**config.mk**
```make
export PLATFORM = sky130hd
export DESIGN_NAME = flex_fuel_cold_start_heater_flat
export DESIGN_NICKNAME = d
export VERILOG_FILES = /design/src/rtl/ffcs_pkg.sv /design/src/rtl/ffcs_if.sv /design/src/rtl/flex_fuel_cold_start_heater.sv /design/src/rtl/ffcs_cfg.sv /design/src/rtl/ffcs_front.sv /design/src/rtl/ffcs_ctrl.sv /design/src/rtl/ffcs_out.sv /design/src/flat_wrapper.sv
export VERILOG_INCLUDE_DIRS = /design/src /design/src/rtl
export SDC_FILE = /design/constraint.sdc
export NUM_CORES = 1
export LEC_CHECK = 0
export BUFFER_PORTS_ARGS = -buffer_cell sky130_fd_sc_hd__buf_4
export CELL_PAD_IN_SITES_DETAIL_PLACEMENT = 1
export CELL_PAD_IN_SITES_GLOBAL_PLACEMENT = 2
export CORE_MARGIN = 2
export CORE_UTILIZATION = 42
export DETAILED_ROUTE_END_ITERATION = 7
export PLACE_DENSITY = 0.88
export SKIP_LAST_GASP = 1
export SLEW_MARGIN = 5
export SYNTH_ARGS = -nofsm -noshare
export SYNTH_HDL_FRONTEND = slang
export SYNTH_SLANG_ARGS = --single-unit
```
**constraint.sdc**
```tcl
create_clock -name clk -period 13 [get_ports clk]
set_clock_uncertainty 0.1 [all_clocks]
set_input_delay 1.95 -clock clk [delete_from_list [all_inputs] [get_ports clk]]
set_output_delay 1.95 -clock clk [all_outputs]
set_load 0.05 [all_outputs]
```
**src/rtl/assert_macros.svh**
```systemverilog
// ---------------------------------------------------------------------------
// assert_macros.svh
// Shared concurrent assertion macros, sampled on clk and quiet during rst.
// ---------------------------------------------------------------------------
`ifndef ASSERT_MACROS_SVH
`define ASSERT_MACROS_SVH

// Condition must hold at every clock edge out of reset
`define CHK_ALWAYS(label, cond, msg) \
  label: assert property (@(posedge clk) disable iff (rst) (cond)) else $error(msg);

// Antecedent implies consequent in the same cycle
`define CHK_IMPL(label, pre, post, msg) \
  label: assert property (@(posedge clk) disable iff (rst) (pre) |-> (post)) else $error(msg);

// Antecedent implies consequent in the next cycle
`define CHK_NEXT(label, pre, post, msg) \
  label: assert property (@(posedge clk) disable iff (rst) (pre) |=> (post)) else $error(msg);

`endif

```
**src/rtl/ffcs_pkg.sv**
```systemverilog
// ---------------------------------------------------------------------------
// ffcs_pkg
// Types, register indexes and constants for the flex fuel cold start heater.
// ---------------------------------------------------------------------------
`default_nettype none

package ffcs_pkg;

  // Configuration port
  localparam int CFG_W     = 14;
  localparam int CFG_IDX_W = 3;

  // Fixed constants of the control law
  localparam int PCT_MAX   = 100;
  localparam int MS_PER_S  = 1000;
  localparam int SAT_MAX   = 255;

  // x / 100 as (x * DIV100_MUL) >> DIV100_SHIFT, exact for x < 43690
  localparam int DIV100_MUL    = 41944;
  localparam int DIV100_SHIFT  = 22;
  // x / 1000 as (x * DIV1000_MUL) >> DIV1000_SHIFT, exact for x < 493447
  localparam int DIV1000_MUL   = 268436;
  localparam int DIV1000_SHIFT = 28;
  // remaining milliseconds at which the seconds count saturates
  localparam int SEC_SAT_MS    = (SAT_MAX + 1) * MS_PER_S;

  typedef logic signed [8:0]  temp_t;
  typedef logic signed [7:0]  mtemp_t;
  typedef logic        [7:0]  pct_t;
  typedef logic        [15:0] rpm_t;
  typedef logic        [15:0] ms_t;
  typedef logic        [21:0] budget_ms_t;
  typedef logic signed [16:0] prod_t;

  typedef enum logic [CFG_IDX_W-1:0] {
    REG_E0_MIN   = 3'd0,
    REG_E100_MIN = 3'd1,
    REG_WARMUP   = 3'd2,
    REG_RUN_RPM  = 3'd3,
    REG_BUDGET   = 3'd4,
    REG_HEATER   = 3'd5,
    REG_ENABLE   = 3'd6
  } reg_idx_t;

  // How the output stage produces the remaining seconds
  typedef enum logic [1:0] {
    SEC_KEEP,
    SEC_ZERO,
    SEC_CALC
  } sec_mode_t;

  typedef struct packed {
    mtemp_t      e0_min_temp;
    mtemp_t      e100_min_temp;
    temp_t       warmup_temp;
    logic [13:0] running_rpm;
    budget_ms_t  budget_ms;
    logic        heater_present;
    logic        block_enable;
  } cfg_t;

  // Front stage result
  typedef struct packed {
    prod_t  prod;
    logic   running;
    logic   cold;
    temp_t  coolant_temp;
    ms_t    elapsed_ms;
  } front_t;

  // Control stage result, also the held controller state
  typedef struct packed {
    logic [7:0] needed_temp;
    logic       coolant_cold;
    logic       too_cold;
    logic       heater_on;
    logic       start_ready;
    sec_mode_t  sec_mode;
    budget_ms_t rem;
  } ctrl_res_t;

  typedef struct packed {
    logic [7:0] needed_temp;
    logic       coolant_cold;
    logic       too_cold_to_start;
    logic       heater_on;
    logic [7:0] heater_seconds_left;
    logic       start_ready;
  } out_t;

endpackage

`default_nettype wire

```
**src/rtl/ffcs_if.sv**
```systemverilog
// ---------------------------------------------------------------------------
// ffcs_if
// Valid/ready channels for sensor ticks and heater control results.
// ---------------------------------------------------------------------------
`default_nettype none

interface ffcs_in_if import ffcs_pkg::*; ();
  logic  valid;
  logic  ready;
  temp_t coolant_temp;
  pct_t  ethanol_pct;
  rpm_t  engine_rpm;
  ms_t   elapsed_ms;

  modport source (output valid, output coolant_temp, output ethanol_pct,
                  output engine_rpm, output elapsed_ms, input ready);
  modport sink   (input valid, input coolant_temp, input ethanol_pct,
                  input engine_rpm, input elapsed_ms, output ready);
endinterface

interface ffcs_out_if import ffcs_pkg::*; ();
  logic       valid;
  logic       ready;
  logic [7:0] needed_temp;
  logic       coolant_cold;
  logic       too_cold_to_start;
  logic       heater_on;
  logic [7:0] heater_seconds_left;
  logic       start_ready;

  modport source (output valid, output needed_temp, output coolant_cold,
                  output too_cold_to_start, output heater_on,
                  output heater_seconds_left, output start_ready, input ready);
  modport sink   (input valid, input needed_temp, input coolant_cold,
                  input too_cold_to_start, input heater_on,
                  input heater_seconds_left, input start_ready, output ready);
endinterface

`default_nettype wire

```
**src/rtl/flex_fuel_cold_start_heater.sv**
```systemverilog
// ---------------------------------------------------------------------------
// flex_fuel_cold_start_heater
// Cold start preheater controller for flex fuel engines.
//
// Usage:
//   in_ch carries one sensor tick per request (coolant temperature, ethanol
//   percent, rpm, milliseconds since the last tick); out_ch returns exactly
//   one result per tick, in order. Both are valid/ready channels.
//   The cfg_we/cfg_index/cfg_data port writes the seven setup registers;
//   write them only while no tick is in flight.
//   A tick passes the input, product, control and output register stages
//   in turn, each advancing on its own. Throughput: one tick per cycle
//   while out_ch is not stalled. When out_ch stalls, the stages ahead keep
//   filling; in_ch.ready drops only when all four stages hold a tick.
//   Reset (synchronous, rst high) empties the pipeline, clears the heater
//   time and held outputs to zero and loads the default setup values.
// ---------------------------------------------------------------------------
`default_nettype none

`include "assert_macros.svh"

module flex_fuel_cold_start_heater import ffcs_pkg::*; (
  input  wire logic                 clk,
  input  wire logic                 rst,
  input  wire logic                 cfg_we,
  input  wire logic [CFG_IDX_W-1:0] cfg_index,
  input  wire logic [CFG_W-1:0]     cfg_data,
  ffcs_in_if.sink                   in_ch,
  ffcs_out_if.source                out_ch
);

  cfg_t      cfg;
  front_t    stage_b;
  ctrl_res_t stage_c;
  out_t      res;

  logic a_valid, b_valid, c_valid, d_valid;
  logic rdy_a, rdy_b, rdy_c, rdy_d;
  logic load_a, load_b, load_c, load_d;

  // Per-stage flow control
  always_comb begin
    rdy_d  = !d_valid || out_ch.ready;
    rdy_c  = !c_valid || rdy_d;
    rdy_b  = !b_valid || rdy_c;
    rdy_a  = !a_valid || rdy_b;
    load_a = in_ch.valid && rdy_a;
    load_b = a_valid && rdy_b;
    load_c = b_valid && rdy_c;
    load_d = c_valid && rdy_d;
  end

  always_ff @(posedge clk) begin
    if (rst) begin
      a_valid <= 1'b0;
      b_valid <= 1'b0;
      c_valid <= 1'b0;
      d_valid <= 1'b0;
    end else begin
      if (rdy_a) a_valid <= in_ch.valid;
      if (rdy_b) b_valid <= a_valid;
      if (rdy_c) c_valid <= b_valid;
      if (rdy_d) d_valid <= c_valid;
    end
  end

  ffcs_cfg u_cfg (
    .clk       (clk),
    .rst       (rst),
    .cfg_we    (cfg_we),
    .cfg_index (cfg_index),
    .cfg_data  (cfg_data),
    .cfg       (cfg)
  );

  ffcs_front u_front (
    .clk          (clk),
    .load_a       (load_a),
    .load_b       (load_b),
    .coolant_temp (in_ch.coolant_temp),
    .ethanol_pct  (in_ch.ethanol_pct),
    .engine_rpm   (in_ch.engine_rpm),
    .elapsed_ms   (in_ch.elapsed_ms),
    .cfg          (cfg),
    .stage_b      (stage_b)
  );

  ffcs_ctrl u_ctrl (
    .clk     (clk),
    .rst     (rst),
    .load_c  (load_c),
    .cfg     (cfg),
    .stage_b (stage_b),
    .stage_c (stage_c)
  );

  ffcs_out u_out (
    .clk     (clk),
    .rst     (rst),
    .load_d  (load_d),
    .stage_c (stage_c),
    .res     (res)
  );

  // Channel outputs
  assign in_ch.ready                = rdy_a;
  assign out_ch.valid               = d_valid;
  assign out_ch.needed_temp         = res.needed_temp;
  assign out_ch.coolant_cold        = res.coolant_cold;
  assign out_ch.too_cold_to_start   = res.too_cold_to_start;
  assign out_ch.heater_on           = res.heater_on;
  assign out_ch.heater_seconds_left = res.heater_seconds_left;
  assign out_ch.start_ready         = res.start_ready;

  // Checks
  `CHK_ALWAYS(a_heater_blocks_start, !(res.heater_on && res.start_ready), "heater on with start ready")
  `CHK_IMPL(a_seconds_need_heater, res.heater_seconds_left != 8'd0, res.heater_on, "seconds left without heater")
  `CHK_NEXT(a_result_held, out_ch.valid && !out_ch.ready, out_ch.valid && $stable(res), "result moved")
  `CHK_IMPL(a_backpressure_only, !in_ch.ready, out_ch.valid && !out_ch.ready, "input stalled without output stall")

endmodule

`default_nettype wire

```
**src/rtl/ffcs_cfg.sv**
```systemverilog
// ---------------------------------------------------------------------------
// ffcs_cfg
// Configuration registers; the heater budget is kept in milliseconds.
// ---------------------------------------------------------------------------
`default_nettype none

module ffcs_cfg import ffcs_pkg::*; (
  input  wire logic                 clk,
  input  wire logic                 rst,
  input  wire logic                 cfg_we,
  input  wire logic [CFG_IDX_W-1:0] cfg_index,
  input  wire logic [CFG_W-1:0]     cfg_data,
  output cfg_t                      cfg
);

  // Register writes; unknown indexes are ignored
  always_ff @(posedge clk) begin
    if (rst) begin
      cfg.e0_min_temp    <= 8'sd10;
      cfg.e100_min_temp  <= 8'sd20;
      cfg.warmup_temp    <= 9'sd60;
      cfg.running_rpm    <= 14'd400;
      cfg.budget_ms      <= budget_ms_t'(120 * MS_PER_S);
      cfg.heater_present <= 1'b1;
      cfg.block_enable   <= 1'b1;
    end else if (cfg_we) begin
      case (cfg_index)
        REG_E0_MIN:   cfg.e0_min_temp    <= cfg_data[7:0];
        REG_E100_MIN: cfg.e100_min_temp  <= cfg_data[7:0];
        REG_WARMUP:   cfg.warmup_temp    <= cfg_data[8:0];
        REG_RUN_RPM:  cfg.running_rpm    <= cfg_data[13:0];
        REG_BUDGET:   cfg.budget_ms      <= {10'b0, cfg_data[11:0]} *
                                            budget_ms_t'(MS_PER_S);
        REG_HEATER:   cfg.heater_present <= cfg_data[0];
        REG_ENABLE:   cfg.block_enable   <= cfg_data[0];
        default: ;
      endcase
    end
  end

endmodule

`default_nettype wire

```
**src/rtl/ffcs_front.sv**
```systemverilog
// ---------------------------------------------------------------------------
// ffcs_front
// Input register, ethanol clamp, interpolation product and threshold tests.
// ---------------------------------------------------------------------------
`default_nettype none

module ffcs_front import ffcs_pkg::*; (
  input  wire logic  clk,
  input  wire logic  load_a,
  input  wire logic  load_b,
  input  wire temp_t coolant_temp,
  input  wire pct_t  ethanol_pct,
  input  wire rpm_t  engine_rpm,
  input  wire ms_t   elapsed_ms,
  input  wire cfg_t  cfg,
  output front_t     stage_b
);

  temp_t a_clt;
  pct_t  a_pct;
  rpm_t  a_rpm;
  ms_t   a_dt;

  logic [6:0]        pct_clamped;
  logic signed [8:0] diff;
  front_t            stage_b_next;

  // Input register
  always_ff @(posedge clk) begin
    if (load_a) begin
      a_clt <= coolant_temp;
      a_pct <= ethanol_pct;
      a_rpm <= engine_rpm;
      a_dt  <= elapsed_ms;
    end
  end

  // (e100 - e0) * pct, pct clamped to 100
  always_comb begin
    pct_clamped = (a_pct > 8'(PCT_MAX)) ? 7'(PCT_MAX) : a_pct[6:0];
    diff = {cfg.e100_min_temp[7], cfg.e100_min_temp} -
           {cfg.e0_min_temp[7], cfg.e0_min_temp};
    stage_b_next.prod         = prod_t'(diff) * prod_t'($signed({1'b0, pct_clamped}));
    stage_b_next.running      = a_rpm >= {2'b00, cfg.running_rpm};
    stage_b_next.cold         = a_clt < cfg.warmup_temp;
    stage_b_next.coolant_temp = a_clt;
    stage_b_next.elapsed_ms   = a_dt;
  end

  always_ff @(posedge clk) begin
    if (load_b) begin
      stage_b <= stage_b_next;
    end
  end

endmodule

`default_nettype wire

```
**src/rtl/ffcs_ctrl.sv**
```systemverilog
// ---------------------------------------------------------------------------
// ffcs_ctrl
// Needed temperature, start decision and heater time accumulator.
// ---------------------------------------------------------------------------
`default_nettype none

module ffcs_ctrl import ffcs_pkg::*; (
  input  wire logic   clk,
  input  wire logic   rst,
  input  wire logic   load_c,
  input  wire cfg_t   cfg,
  input  wire front_t stage_b,
  output ctrl_res_t   stage_c
);

  // stage_c doubles as the held state of the last processed tick
  budget_ms_t heater_time_ms;
  budget_ms_t heater_time_ms_next;
  ctrl_res_t  stage_c_next;

  logic               neg;
  logic [15:0]        mag;
  logic [31:0]        quot_full;
  logic [8:0]         quot;
  logic signed [10:0] quot_s;
  logic signed [10:0] needed;
  logic signed [10:0] clt_ext;
  logic               too_cold;
  logic               time_lt;
  logic [22:0]        time_sum;
  logic               time_done;
  budget_ms_t         rem;

  // Signed divide by 100 toward zero: magnitude times reciprocal
  always_comb begin
    neg       = stage_b.prod[16];
    mag       = neg ? 16'(-stage_b.prod) : 16'(stage_b.prod);
    quot_full = 32'(mag) * 32'(DIV100_MUL);
    quot      = quot_full[DIV100_SHIFT +: 9];
    quot_s    = neg ? -$signed({2'b00, quot}) : $signed({2'b00, quot});
    needed    = $signed({{3{cfg.e0_min_temp[7]}}, cfg.e0_min_temp}) + quot_s;
    clt_ext   = $signed({{2{stage_b.coolant_temp[8]}}, stage_b.coolant_temp});
    too_cold  = !stage_b.running && (clt_ext < needed);
  end

  // Heater time arithmetic, independent of the temperature path
  always_comb begin
    time_lt   = heater_time_ms < cfg.budget_ms;
    time_sum  = {1'b0, heater_time_ms} + 23'(stage_b.elapsed_ms);
    time_done = time_sum >= {1'b0, cfg.budget_ms};
    rem       = cfg.budget_ms - time_sum[21:0];
  end

  // Next state
  always_comb begin
    stage_c_next          = stage_c;
    stage_c_next.sec_mode = SEC_KEEP;
    heater_time_ms_next   = heater_time_ms;
    if (cfg.block_enable) begin
      if (needed < 0) begin
        stage_c_next.needed_temp = 8'd0;
      end else if (needed > 11'(SAT_MAX)) begin
        stage_c_next.needed_temp = 8'(SAT_MAX);
      end else begin
        stage_c_next.needed_temp = needed[7:0];
      end
      stage_c_next.coolant_cold = stage_b.cold;
      stage_c_next.too_cold     = too_cold;
      if (!too_cold) begin
        // running or warm enough
        stage_c_next.heater_on   = 1'b0;
        stage_c_next.start_ready = 1'b1;
        stage_c_next.sec_mode    = SEC_ZERO;
        heater_time_ms_next      = '0;
      end else if (cfg.heater_present) begin
        if (time_lt) begin
          stage_c_next.heater_on   = 1'b1;
          stage_c_next.start_ready = 1'b0;
          stage_c_next.sec_mode    = time_done ? SEC_ZERO : SEC_CALC;
          stage_c_next.rem         = rem;
          heater_time_ms_next      = time_sum[21:0];
        end else begin
          // budget spent
          stage_c_next.heater_on   = 1'b0;
          stage_c_next.start_ready = 1'b1;
          stage_c_next.sec_mode    = SEC_ZERO;
        end
      end else begin
        // warning only
        stage_c_next.start_ready = 1'b0;
      end
    end
  end

  always_ff @(posedge clk) begin
    if (rst) begin
      stage_c        <= '0;
      heater_time_ms <= '0;
    end else if (load_c) begin
      stage_c        <= stage_c_next;
      heater_time_ms <= heater_time_ms_next;
    end
  end

endmodule

`default_nettype wire

```
**src/rtl/ffcs_out.sv**
```systemverilog
// ---------------------------------------------------------------------------
// ffcs_out
// Remaining seconds (divide by 1000, saturate) and output register.
// ---------------------------------------------------------------------------
`default_nettype none

module ffcs_out import ffcs_pkg::*; (
  input  wire logic      clk,
  input  wire logic      rst,
  input  wire logic      load_d,
  input  wire ctrl_res_t stage_c,
  output out_t           res
);

  logic [36:0] sec_full;
  logic [7:0]  sec_calc;
  out_t        res_next;

  // Seconds left; saturates once 256 s or more remain
  always_comb begin
    sec_full = 37'(stage_c.rem[17:0]) * 37'(DIV1000_MUL);
    sec_calc = (stage_c.rem >= budget_ms_t'(SEC_SAT_MS)) ? 8'(SAT_MAX)
                                                        : sec_full[DIV1000_SHIFT +: 8];
  end

  always_comb begin
    res_next.needed_temp       = stage_c.needed_temp;
    res_next.coolant_cold      = stage_c.coolant_cold;
    res_next.too_cold_to_start = stage_c.too_cold;
    res_next.heater_on         = stage_c.heater_on;
    res_next.start_ready       = stage_c.start_ready;
    case (stage_c.sec_mode)
      SEC_ZERO: res_next.heater_seconds_left = 8'd0;
      SEC_CALC: res_next.heater_seconds_left = sec_calc;
      default:  res_next.heater_seconds_left = res.heater_seconds_left;
    endcase
  end

  // Output register; seconds field also holds state across ticks
  always_ff @(posedge clk) begin
    if (rst) begin
      res <= '0;
    end else if (load_d) begin
      res <= res_next;
    end
  end

endmodule

`default_nettype wire

```
**src/flat_wrapper.sv**
```systemverilog
// flat-port wrapper written by rule: the top's interface ports become plain ports
module flex_fuel_cold_start_heater_flat import ffcs_pkg::*;
  (clk, rst, cfg_we, cfg_index, cfg_data, in_ch_valid, in_ch_coolant_temp, in_ch_ethanol_pct, in_ch_engine_rpm, in_ch_elapsed_ms, in_ch_ready, out_ch_valid, out_ch_needed_temp, out_ch_coolant_cold, out_ch_too_cold_to_start, out_ch_heater_on, out_ch_heater_seconds_left, out_ch_start_ready, out_ch_ready);
  ffcs_in_if in_ch_i ();
  ffcs_out_if out_ch_i ();
  input  wire logic clk;
  input  wire logic rst;
  input  wire logic cfg_we;
  input  wire logic [CFG_IDX_W-1:0] cfg_index;
  input  wire logic [CFG_W-1:0] cfg_data;
  input wire logic [$bits(in_ch_i.valid)-1:0] in_ch_valid;
  input wire logic [$bits(in_ch_i.coolant_temp)-1:0] in_ch_coolant_temp;
  input wire logic [$bits(in_ch_i.ethanol_pct)-1:0] in_ch_ethanol_pct;
  input wire logic [$bits(in_ch_i.engine_rpm)-1:0] in_ch_engine_rpm;
  input wire logic [$bits(in_ch_i.elapsed_ms)-1:0] in_ch_elapsed_ms;
  output wire logic [$bits(in_ch_i.ready)-1:0] in_ch_ready;
  output wire logic [$bits(out_ch_i.valid)-1:0] out_ch_valid;
  output wire logic [$bits(out_ch_i.needed_temp)-1:0] out_ch_needed_temp;
  output wire logic [$bits(out_ch_i.coolant_cold)-1:0] out_ch_coolant_cold;
  output wire logic [$bits(out_ch_i.too_cold_to_start)-1:0] out_ch_too_cold_to_start;
  output wire logic [$bits(out_ch_i.heater_on)-1:0] out_ch_heater_on;
  output wire logic [$bits(out_ch_i.heater_seconds_left)-1:0] out_ch_heater_seconds_left;
  output wire logic [$bits(out_ch_i.start_ready)-1:0] out_ch_start_ready;
  input wire logic [$bits(out_ch_i.ready)-1:0] out_ch_ready;
  assign in_ch_i.valid = in_ch_valid;
  assign in_ch_i.coolant_temp = in_ch_coolant_temp;
  assign in_ch_i.ethanol_pct = in_ch_ethanol_pct;
  assign in_ch_i.engine_rpm = in_ch_engine_rpm;
  assign in_ch_i.elapsed_ms = in_ch_elapsed_ms;
  assign in_ch_ready = in_ch_i.ready;
  assign out_ch_valid = out_ch_i.valid;
  assign out_ch_needed_temp = out_ch_i.needed_temp;
  assign out_ch_coolant_cold = out_ch_i.coolant_cold;
  assign out_ch_too_cold_to_start = out_ch_i.too_cold_to_start;
  assign out_ch_heater_on = out_ch_i.heater_on;
  assign out_ch_heater_seconds_left = out_ch_i.heater_seconds_left;
  assign out_ch_start_ready = out_ch_i.start_ready;
  assign out_ch_i.ready = out_ch_ready;
  flex_fuel_cold_start_heater u_core (.clk(clk), .rst(rst), .cfg_we(cfg_we), .cfg_index(cfg_index), .cfg_data(cfg_data), .in_ch(in_ch_i), .out_ch(out_ch_i));
endmodule
```
Word-level counts from Yosys, hierarchy flattened
Cells that the tools add are included.
{ "op_classes": {"n_addsub": 6, "multipliers": 4, "n_lt_le_gt_ge": 9, "eq_ne": 10, "mux": 19, "n_reduce_logical": 28} }
{ "ops": {"columns": ["cell", "n"], "rows": [
  ["two-way mux 22 bit", 5],
  ["two-way mux 24 bit", 2],
  ["multiplier 18 x 17 -> 34 bit (second input constant)", 1],
  ["multiplier 16 x 13 -> 28 bit (second input constant)", 1],
  ["two-way mux 8 bit", 3],
  ["adder 22 x 16 -> 23 bit", 1],
  ["greater-or-equal comparator 23 x 22 -> 1 bit", 1],
  ["greater-or-equal comparator 22 x 18 -> 1 bit (second input constant)", 1],
  ["< comparator 22 bit", 1],
  ["subtractor 22 bit", 1],
  ["multiplier 12 x 7 -> 19 bit (second input constant)", 1],
  ["AND reduction 2 bit", 9],
  ["multiplier 9 x 8 -> 17 bit", 1],
  ["greater-or-equal comparator 16 x 14 -> 1 bit", 1],
  ["two-way mux 16 bit", 1],
  ["negator 16 bit", 1],
  ["one-hot mux 8 bit (2 select lines)", 1],
  ["adder 8 x 11 -> 11 bit", 1],
  ["greater-than comparator 11 x 9 -> 1 bit (second input constant)", 1],
  ["< comparator 11 x 1 -> 1 bit (second input constant)", 1],
  ["< comparator 9 x 11 -> 1 bit", 1],
  ["two-way mux 11 bit", 1],
  ["negator 9 -> 11 bit", 1],
  ["== test 3 bit (second input constant)", 3],
  ["other kinds (20)", 35]
]} }
{ "word_totals": {"register_bits": 235, "input_bits": 71, "out_inout_bits": 22, "elab_cells": 110} }

Logic depth before layout (Yosys ltp)
Gate-level depths: netlist of run 1.
{ "depth": {"ltp_word": 10, "mapped_depth": 48, "ltp_nobuf": 46} }

Hierarchy
From an unflattened synthesis of run 1, not the netlist that was laid out.
{ "hier_totals": {"hier_cells": 2803, "hier_area_um2": 25998.7} }
{ "by_module_without_submodules": {"columns": ["mod", "instances", "cells_each", "area_each_um2", "seq_area_each_um2"], "rows": [
  ["ffcs_ctrl", 1, 1224, 10329.9, 1161.1],
  ["ffcs_front", 1, 541, 6368.6, 2792.7],
  ["ffcs_out", 1, 543, 4911.0, 400.4],
  ["ffcs_cfg", 1, 474, 4199.0, 1201.2],
  ["flex_fuel_cold_start_heater", 1, 21, 190.2, 80.1]
]} }

Worst setup path before layout of run 1
Ideal clock, no wire load.
{ "synth_timing": {"path_type": "register to register", "startpoint": "register, netlist name u_core.u_front.stage_b[27]", "endpoint": "register, netlist name u_core.u_ctrl.stage_c[12]", "setup_time_ns": 0.128, "arrival_ns": 10.255, "t_required_ns": 12.772, "slack_ns": 2.517, "stages_incl_launch_ff": 48, "path_buffers": 2, "synth_period_minus_slack_ns": 10.483, "cell_sequence": "edfxtp_1 -> inv_1 -> ha_1 -> nand3b_1 -> or2_2 -> o41ai_1 -> nand2_1 -> xor2_1 -> inv_1 -> fa_1 -> inv_1 -> ha_1 -> inv_1 -> fa_1 -> inv_1 -> fa_1 -> inv_1 -> fa_1 -> [12 not listed] -> fa_1 -> nor2b_1 -> o21ai_0 -> a21oi_1 -> o2111ai_1 -> and2_1 -> xnor2_1 -> inv_1 -> ha_1 -> or3_1 -> o22a_1 -> a211oi_1 -> nor2_1 -> or3_1 -> buf_2 -> buf_2 -> mux2i_1 -> nor2_1"} }
{ "synth_via": {"elab_chain_cells": 9} }
{ "synth_lines": {"columns": ["element", "line_no", "source"], "rows": [
  ["negator 16 bit", "ffcs_ctrl.sv:37", "mag = neg ? 16'(-stage_b.prod) : 16'(stage_b.prod);"],
  ["two-way mux 16 bit (*)", "ffcs_ctrl.sv:37", null],
  ["multiplier 16 x 13 -> 28 bit (*)", "ffcs_ctrl.sv:38", "quot_full = 32'(mag) * 32'(DIV100_MUL);"],
  ["negator 9 -> 11 bit", "ffcs_ctrl.sv:40", "quot_s = neg ? -$signed({2'b00, quot}) : $signed({2'b00, quot});"],
  ["two-way mux 11 bit (*)", "ffcs_ctrl.sv:40", null],
  ["adder 8 x 11 -> 11 bit (*)", "ffcs_ctrl.sv:41", "needed = $signed({{3{cfg.e0_min_temp[7]}}, cfg.e0_min_temp}) + quot_s;"],
  ["< comparator 9 x 11 -> 1 bit (*)", "ffcs_ctrl.sv:43", "too_cold = !stage_b.running && (clt_ext < needed);"],
  ["logical AND 1 bit (*)", "ffcs_ctrl.sv:43", null],
  ["AND reduction 5 bit (no source line) (*)", null, null]
]} }
Mark *: on every way between the ends. The rest lies on a longest branch, timed or not.
A chain may end at the register's enable or synchronous reset.

Worst setup path after layout of run 1
{ "layout_timing": {"startpoint": "register, netlist name u_core.u_front.stage_b[27]", "endpoint": "register, netlist name u_core.u_ctrl.stage_c[7]"} }
{ "layout_via": {"elab_chain_cells": 9} }
{ "layout_lines": {"columns": ["element", "line_no"], "rows": [
  ["negator 16 bit", "ffcs_ctrl.sv:37"],
  ["two-way mux 16 bit (*)", "ffcs_ctrl.sv:37"],
  ["multiplier 16 x 13 -> 28 bit (*)", "ffcs_ctrl.sv:38"],
  ["negator 9 -> 11 bit", "ffcs_ctrl.sv:40"],
  ["two-way mux 11 bit (*)", "ffcs_ctrl.sv:40"],
  ["adder 8 x 11 -> 11 bit (*)", "ffcs_ctrl.sv:41"],
  ["< comparator 9 x 11 -> 1 bit (*)", "ffcs_ctrl.sv:43"],
  ["logical AND 1 bit (*)", "ffcs_ctrl.sv:43"],
  ["AND reduction 5 bit (no source line) (*)", null]
]} }
Marked as above.

==> results of run 1 <==
==> worst max-delay path: cells and delay by family (launching register included) <==
family,cells,cell delay (ns)
AND/OR/NAND/NOR,12,2.75
adder cells (fa/ha/maj),10,3.81
flip-flops,1,0.52
XOR/XNOR,3,0.87
AO/OA/AOI/OAI,10,2.63
buffers and inverters,9,0.79
multiplexers,1,0.41
==> how the worst max path moves through the flow <==
stage | end | slack, ns | cells after the start
6_report | u_core.u_ctrl.stage_c[7]$_SDFFE_PP0P_ | 1.02 | 45
5_1_grt | u_core.u_ctrl.stage_c[7]$_SDFFE_PP0P_ | 0.03 | 45
4_1_cts | u_core.u_ctrl.stage_c[7]$_SDFFE_PP0P_ | 0.89 | 45
3_5_place_dp | u_core.u_ctrl.stage_c[7]$_SDFFE_PP0P_ | 0.93 | 45
3_3_place_gp | u_core.u_ctrl.stage_c[7]$_SDFFE_PP0P_ | 1.36 | 45
2_1_floorplan | u_core.u_ctrl.stage_c[12]$_SDFFE_PP0P_ | 2.52 | 47
==> area by class of cell <==
cell class	instances	area share [%]
Clock buffer	47	3.12
Clock inverter	11	0.401
Inverter	501	6.93
Multi-Input combinational cell	1826	62.5
Sequential cell	235	20.8
Tap cell	765	3.53
Timing Repair Buffer	99	2.74
==> cells in the final DEF (no fill, tap or decap), types with 31 or more instances in the layout <==
cell	netlist	layout
inv_1	501	501
ha_1	458	458
fa_1	208	208
nand2_1	205	205
nor2_1	157	157
dfxtp_1	142	142
a21oi_1	134	133
buf_4	0	99
edfxtp_1	93	93
xnor2_1	74	74
o21ai_0	67	67
a21o_1	58	58
xor2_1	46	46
nor3_1	32	32
clkbuf_16	0	31
==> synthesized netlist by cell type (19+ instances only) <==
| cell type | n | area (um^2) |
|---|---|---|
| nor3_1 | 32 | 160 |
| edfxtp_1 | 93 | 2790 |
| nor2b_1 | 24 | 150 |
| fa_1 | 208 | 4160 |
| nand2_1 | 205 | 769 |
| clkbuf_1 | 35 | 131 |
| and3_1 | 23 | 144 |
| a21oi_1 | 134 | 671 |
| nand2b_1 | 29 | 181 |
| nand3_1 | 24 | 120 |
| xnor2_1 | 74 | 648 |
| nor2_1 | 157 | 589 |
| dfxtp_1 | 142 | 2840 |
| inv_1 | 501 | 1880 |
| and2_1 | 19 | 119 |
| a22o_1 | 24 | 210 |
| xor2_1 | 46 | 403 |
| o21ai_0 | 67 | 335 |
| a21o_1 | 58 | 435 |
| ha_1 | 458 | 5730 |
==> stage by stage <==
step / hold WS, ns / instance area [um^2] / util, % / cells / setup WS [ns]
after floorplan: 0.300 / 24600 / - / 2602 / 2.52
after global placement: 0.300 / 26200 / 45.3 / 3426 / 1.36
after detailed placement: 0.310 / 26200 / 45.3 / 3426 / 0.927
after CTS: 0.324 / 27100 / 46.9 / 3484 / 0.890
after global routing: 0.324 / 27100 / 46.9 / 3484 / 0.0258
final: 0.321 / 27100 / 46.9 / 3484 / 1.02
==> cells by family (layout without fill, tap and decap cells) <==
group	Yosys count	count (layout)	share of synthesized area, %
flip-flops	235	235	22.9
XOR/XNOR	121	121	4.37
AO/OA/AOI/OAI	433	433	12.0
buffers and inverters	541	658	8.27
AND/OR/NAND/NOR	583	583	11.2
adder cells (fa/ha/maj)	667	667	40.3
multiplexers	22	22	0.915
==> metal layers <==
layer,global-route usage [%],share of wire (%),vias up
met5,0,0,-
met4,4.19,2.0,0
met3,2.25,3.0,74
met2,34.6,46,221
met1,28.8,49,8918
li1,-,-,8847
==> state kept, by name, indices dropped and copies added (netlist names) <==
register	count
u_core.u_out.res	20
u_core.u_ctrl.heater_time_ms	22
u_core.a_valid	1
u_core.u_front.a_rpm	16
u_core.u_front.a_dt	16
u_core.out_ch.valid	1
u_core.u_ctrl.stage_c	36
u_core.u_front.a_pct	8
u_core.u_front.a_clt	9
u_core.b_valid	1
u_core.u_front.stage_b	44
u_core.u_cfg.cfg	60
u_core.c_valid	1
==> reports/results.txt, run 1 <==
DR pass1 iterations: 4
Max cap viols: 0
Crit share post-route: 92.2%
Hold Buf Count CTS: 0
CORE AREA: 57800 um^2
Post-detailed-route count of antenna-violating nets: 0
Min-Delay Endpoint: u_core.u_front.stage_b[0]$_DFFE_PP_
Footprint of the multi-input gates: 17000 um^2
Post-CTS Repair Setup Buffers: 0
Largest net degree at the start of global routing: 103
# resized after CTS: 0
GRT Total Usage: 20.7%
Input/output buffers: 92
CP startpoint kind: flip-flop
# nets final: 3431
Mapped Cells: 2602
CP max-delay cell: or3_2
Net count after synthesis: 3339
Slew headroom: 25.0%
Worst-Margin Slew: 1.13 ns
N_diodes: 0
# setup viols final: 0
Final Critical Period: 11.98 ns
Sequential area share after synthesis: 22.9%
EDFF count, synth: 93
Fill count: 6617
Wire length per cell: 17.6 um
Initial Util: 42.6%
Commonest register cell after synthesis: dfxtp_1
Fmax: 83.5 MHz
DRC viols: 0
Dpl hpwl: 50900 um
Worst-path clk slew: 0.06 ns
Hold WC Path Type: flip-flop to flip-flop
Setup TNS: 0 ns
Synth Cell Area: 24600 um^2
Library cells used by synthesis: 86
Ys Warns: 0
Initial antenna violation count: 0
WHS Path Cells: 0
Area Growth Syn to Fin: 10.3%
Row cnt: 88
Critical Path End Type: flip-flop
Clock Tree Buf Depth: 3
Largest stage delay, worst path: 0.77 ns
Fraction of layout cells with a size suffix above 1: 6.69%
Reg2reg start: u_core.u_front.stage_b[27]$_DFFE_PP_
CTS root buf: clkbuf_16
Status: finished, final reports clean
Asr flop ratio synth: 0%
# IOs: 93
CTS tree: built
Crit. Startpoint: u_core.u_front.stage_b[27]$_DFFE_PP_
Global placement routability congestion: 0.864
Die W: 246 um
Vias in the first global route: 19.8k
Vias per inst: 5.18
Setup CP Type: flip-flop to flip-flop
Final wirelength: 61300 um
Inserted Clock Buffers: 31
Register-to-Register Setup Slack: 1.02 ns
Final hold vios: 0
Overflow after GRT: 0
Hold Path Origin: u_core.u_front.a_dt[0]$_DFFE_PP_
H-tree depth: 1
WP data arrival: 12.40 ns
TritonCTS sink count: 235
R2R Path End: u_core.u_ctrl.stage_c[7]$_SDFFE_PP0P_
Worst path required time: 13.42 ns
Drt first-iter violations: 737
Skew-Pair Late Insertion Delay: 0.60 ns
Mean Syn Cell Area: 9.45 um^2
First-pass GRT wire length: 101000 um
RSZ-0062 raised after global routing: false
Vias post-DR: 18.1k
Synthesized flop and latch total: 235
Reg2Reg Depth: 45
Final Max Slew Viols: 0
Crit path top cell by count: inv_1
Register area: 5640 um^2
Die area: 60500 um^2
Worst Path Max Fanout: 19
Die Ht: 246 um
Power of run 1 is not shown: default switching activity piles up to over one toggle a cycle in this logic, so the estimate is an artifact.
==> run 2: changes to the inputs <==
--- a/config.mk
+++ b/config.mk
@@ -10,9 +10,9 @@
 export CELL_PAD_IN_SITES_DETAIL_PLACEMENT = 1
 export CELL_PAD_IN_SITES_GLOBAL_PLACEMENT = 2
 export CORE_MARGIN = 2
-export CORE_UTILIZATION = 42
+export CORE_UTILIZATION = 35
 export DETAILED_ROUTE_END_ITERATION = 7
-export PLACE_DENSITY = 0.88
+export PLACE_DENSITY = 0.76
 export SKIP_LAST_GASP = 1
 export SLEW_MARGIN = 5
 export SYNTH_ARGS = -nofsm -noshare
==> reports/results.txt, run 2 (synthesis gave the netlist of run 1 again) <==
Worst-path clk slew: 0.06 ns
Hold WC Path Type: flip-flop to flip-flop
Dpl hpwl: 53000 um
Worst path buffer plus inverter count: 8
Largest Register: u_core.u_cfg.cfg
Critical Path End Type: flip-flop
Wire length per cell: 17.4 um
Drt first-iter violations: 490
Worst-Margin Slew: 1.09 ns
# resized after CTS: 0
Final Max Slew Viols: 0
Die W: 269 um
CTS tree: built
Final hold vios: 0
DR pass1 iterations: 4
Input/output buffers: 92
CP startpoint kind: flip-flop
Slew headroom: 27.2%
Setup CP Type: flip-flop to flip-flop
Post-detailed-route count of antenna-violating nets: 0
DRC viols: 0
H-tree depth: 1
Vias per inst: 4.91
Fraction of layout cells with a size suffix above 1: 7.03%
Status: finished, final reports clean
# IOs: 93
Largest net degree at the start of global routing: 100
GRT Total Usage: 17.9%
Initial Util: 35.3%
N_diodes: 0
Vias post-DR: 17.9k
Commonest non-fill, non-tap cells in the layout: 501 x inv_1, 458 x ha_1, 208 x fa_1
Hold Buf Count CTS: 0
Setup TNS: 0 ns
Post-CTS Repair Setup Buffers: 0
Reg2Reg Depth: 45
Biggest regs: u_core.u_cfg.cfg (60), u_core.u_front.stage_b (44), u_core.u_ctrl.stage_c (36)
Worst Path Max Fanout: 19
Global placement routability congestion: 0.826
Final wirelength: 63600 um
Crit path top cell by count: inv_1
Max reg flops: 60
Vias in the first global route: 20.0k
First-pass GRT wire length: 106000 um
Area Growth Syn to Fin: 11.8%
CP max-delay cell: or3_2
Initial antenna violation count: 0
RSZ-0062 raised after global routing: false
WP data arrival: 12.50 ns
Max cap viols: 0
Worst path required time: 13.40 ns
Final Critical Period: 12.11 ns
WHS Path Cells: 0
TritonCTS sink count: 235
CORE AREA: 69800 um^2
Most common cell after layout, fill and taps aside: inv_1
Crit share post-route: 93.1%
Die Ht: 269 um
CTS root buf: clkbuf_16
# setup viols final: 0
Overflow after GRT: 0
Row cnt: 97
# nets final: 3430
Die area: 72400 um^2
Skew-Pair Late Insertion Delay: 0.58 ns
Largest stage delay, worst path: 0.78 ns
Clock Tree Buf Depth: 3
Inserted Clock Buffers: 30
CP delay by family, top: adder cells
Fmax: 82.6 MHz
Crit path depth: 45
## run 2: worst register-to-register path, delay by kind of cell, from the launching register on
kind | cells | cell delay (ns)
fa+ha+maj | 9 | 3.31
simple gates | 14 | 3.20
compound gates | 10 | 2.87
buf+inv | 8 | 0.82
xor+xnor | 3 | 0.80
flops | 1 | 0.51
mux | 1 | 0.42
## run 2: final timing paths
check / startpoint / to / slack, ns
worst max-delay path: u_core.u_front.stage_b[27]$_DFFE_PP_ / u_core.u_ctrl.stage_c[7]$_SDFFE_PP0P_ / 0.89
worst min-delay path: u_core.u_front.a_dt[15]$_DFFE_PP_ / u_core.u_front.stage_b[15]$_DFFE_PP_ / 0.31
worst max register to register: u_core.u_front.stage_b[27]$_DFFE_PP_ / u_core.u_ctrl.stage_c[7]$_SDFFE_PP0P_ / 0.89
worst min register to register: u_core.u_front.a_dt[15]$_DFFE_PP_ / u_core.u_front.stage_b[15]$_DFFE_PP_ / 0.31
## run 2: layout make-up
type	count	area, um^2
Timing Repair Buffer	99	743
Fill cell	7975	42300
Clock inverter	20	303
Tap cell	940	1180
Sequential cell	235	5640
Clock buffer	36	805
Multi-Input combinational cell	1826	17000
Inverter	501	1880
## run 2: metrics by stage
step | hold WS (ns) | utilization [%] | worst slack [ns] | area, um^2 | cells
2_1_floorplan | 0.300 | - | 2.52 | 24600 | 2602
3_3_place_gp | 0.301 | 37.8 | 1.31 | 26400 | 3601
3_5_place_dp | 0.305 | 37.8 | 0.747 | 26400 | 3601
4_1_cts | 0.312 | 39.4 | 0.693 | 27500 | 3657
5_1_grt | 0.322 | 39.4 | 0.0128 | 27500 | 3657
6_report | 0.311 | 39.4 | 0.893 | 27500 | 3657
## run 2: metal layers
metal | vias up | track usage (%) | wire (um)
li1 | 8841 | - | -
met1 | 8836 | 25.0 | 31500
met2 | 184 | 29.7 | 28900
met3 | 77 | 1.83 | 1910
met4 | 0 | 3.98 | 1340
met5 | - | 0 | 0
Power of run 2 is left out for the same reason.
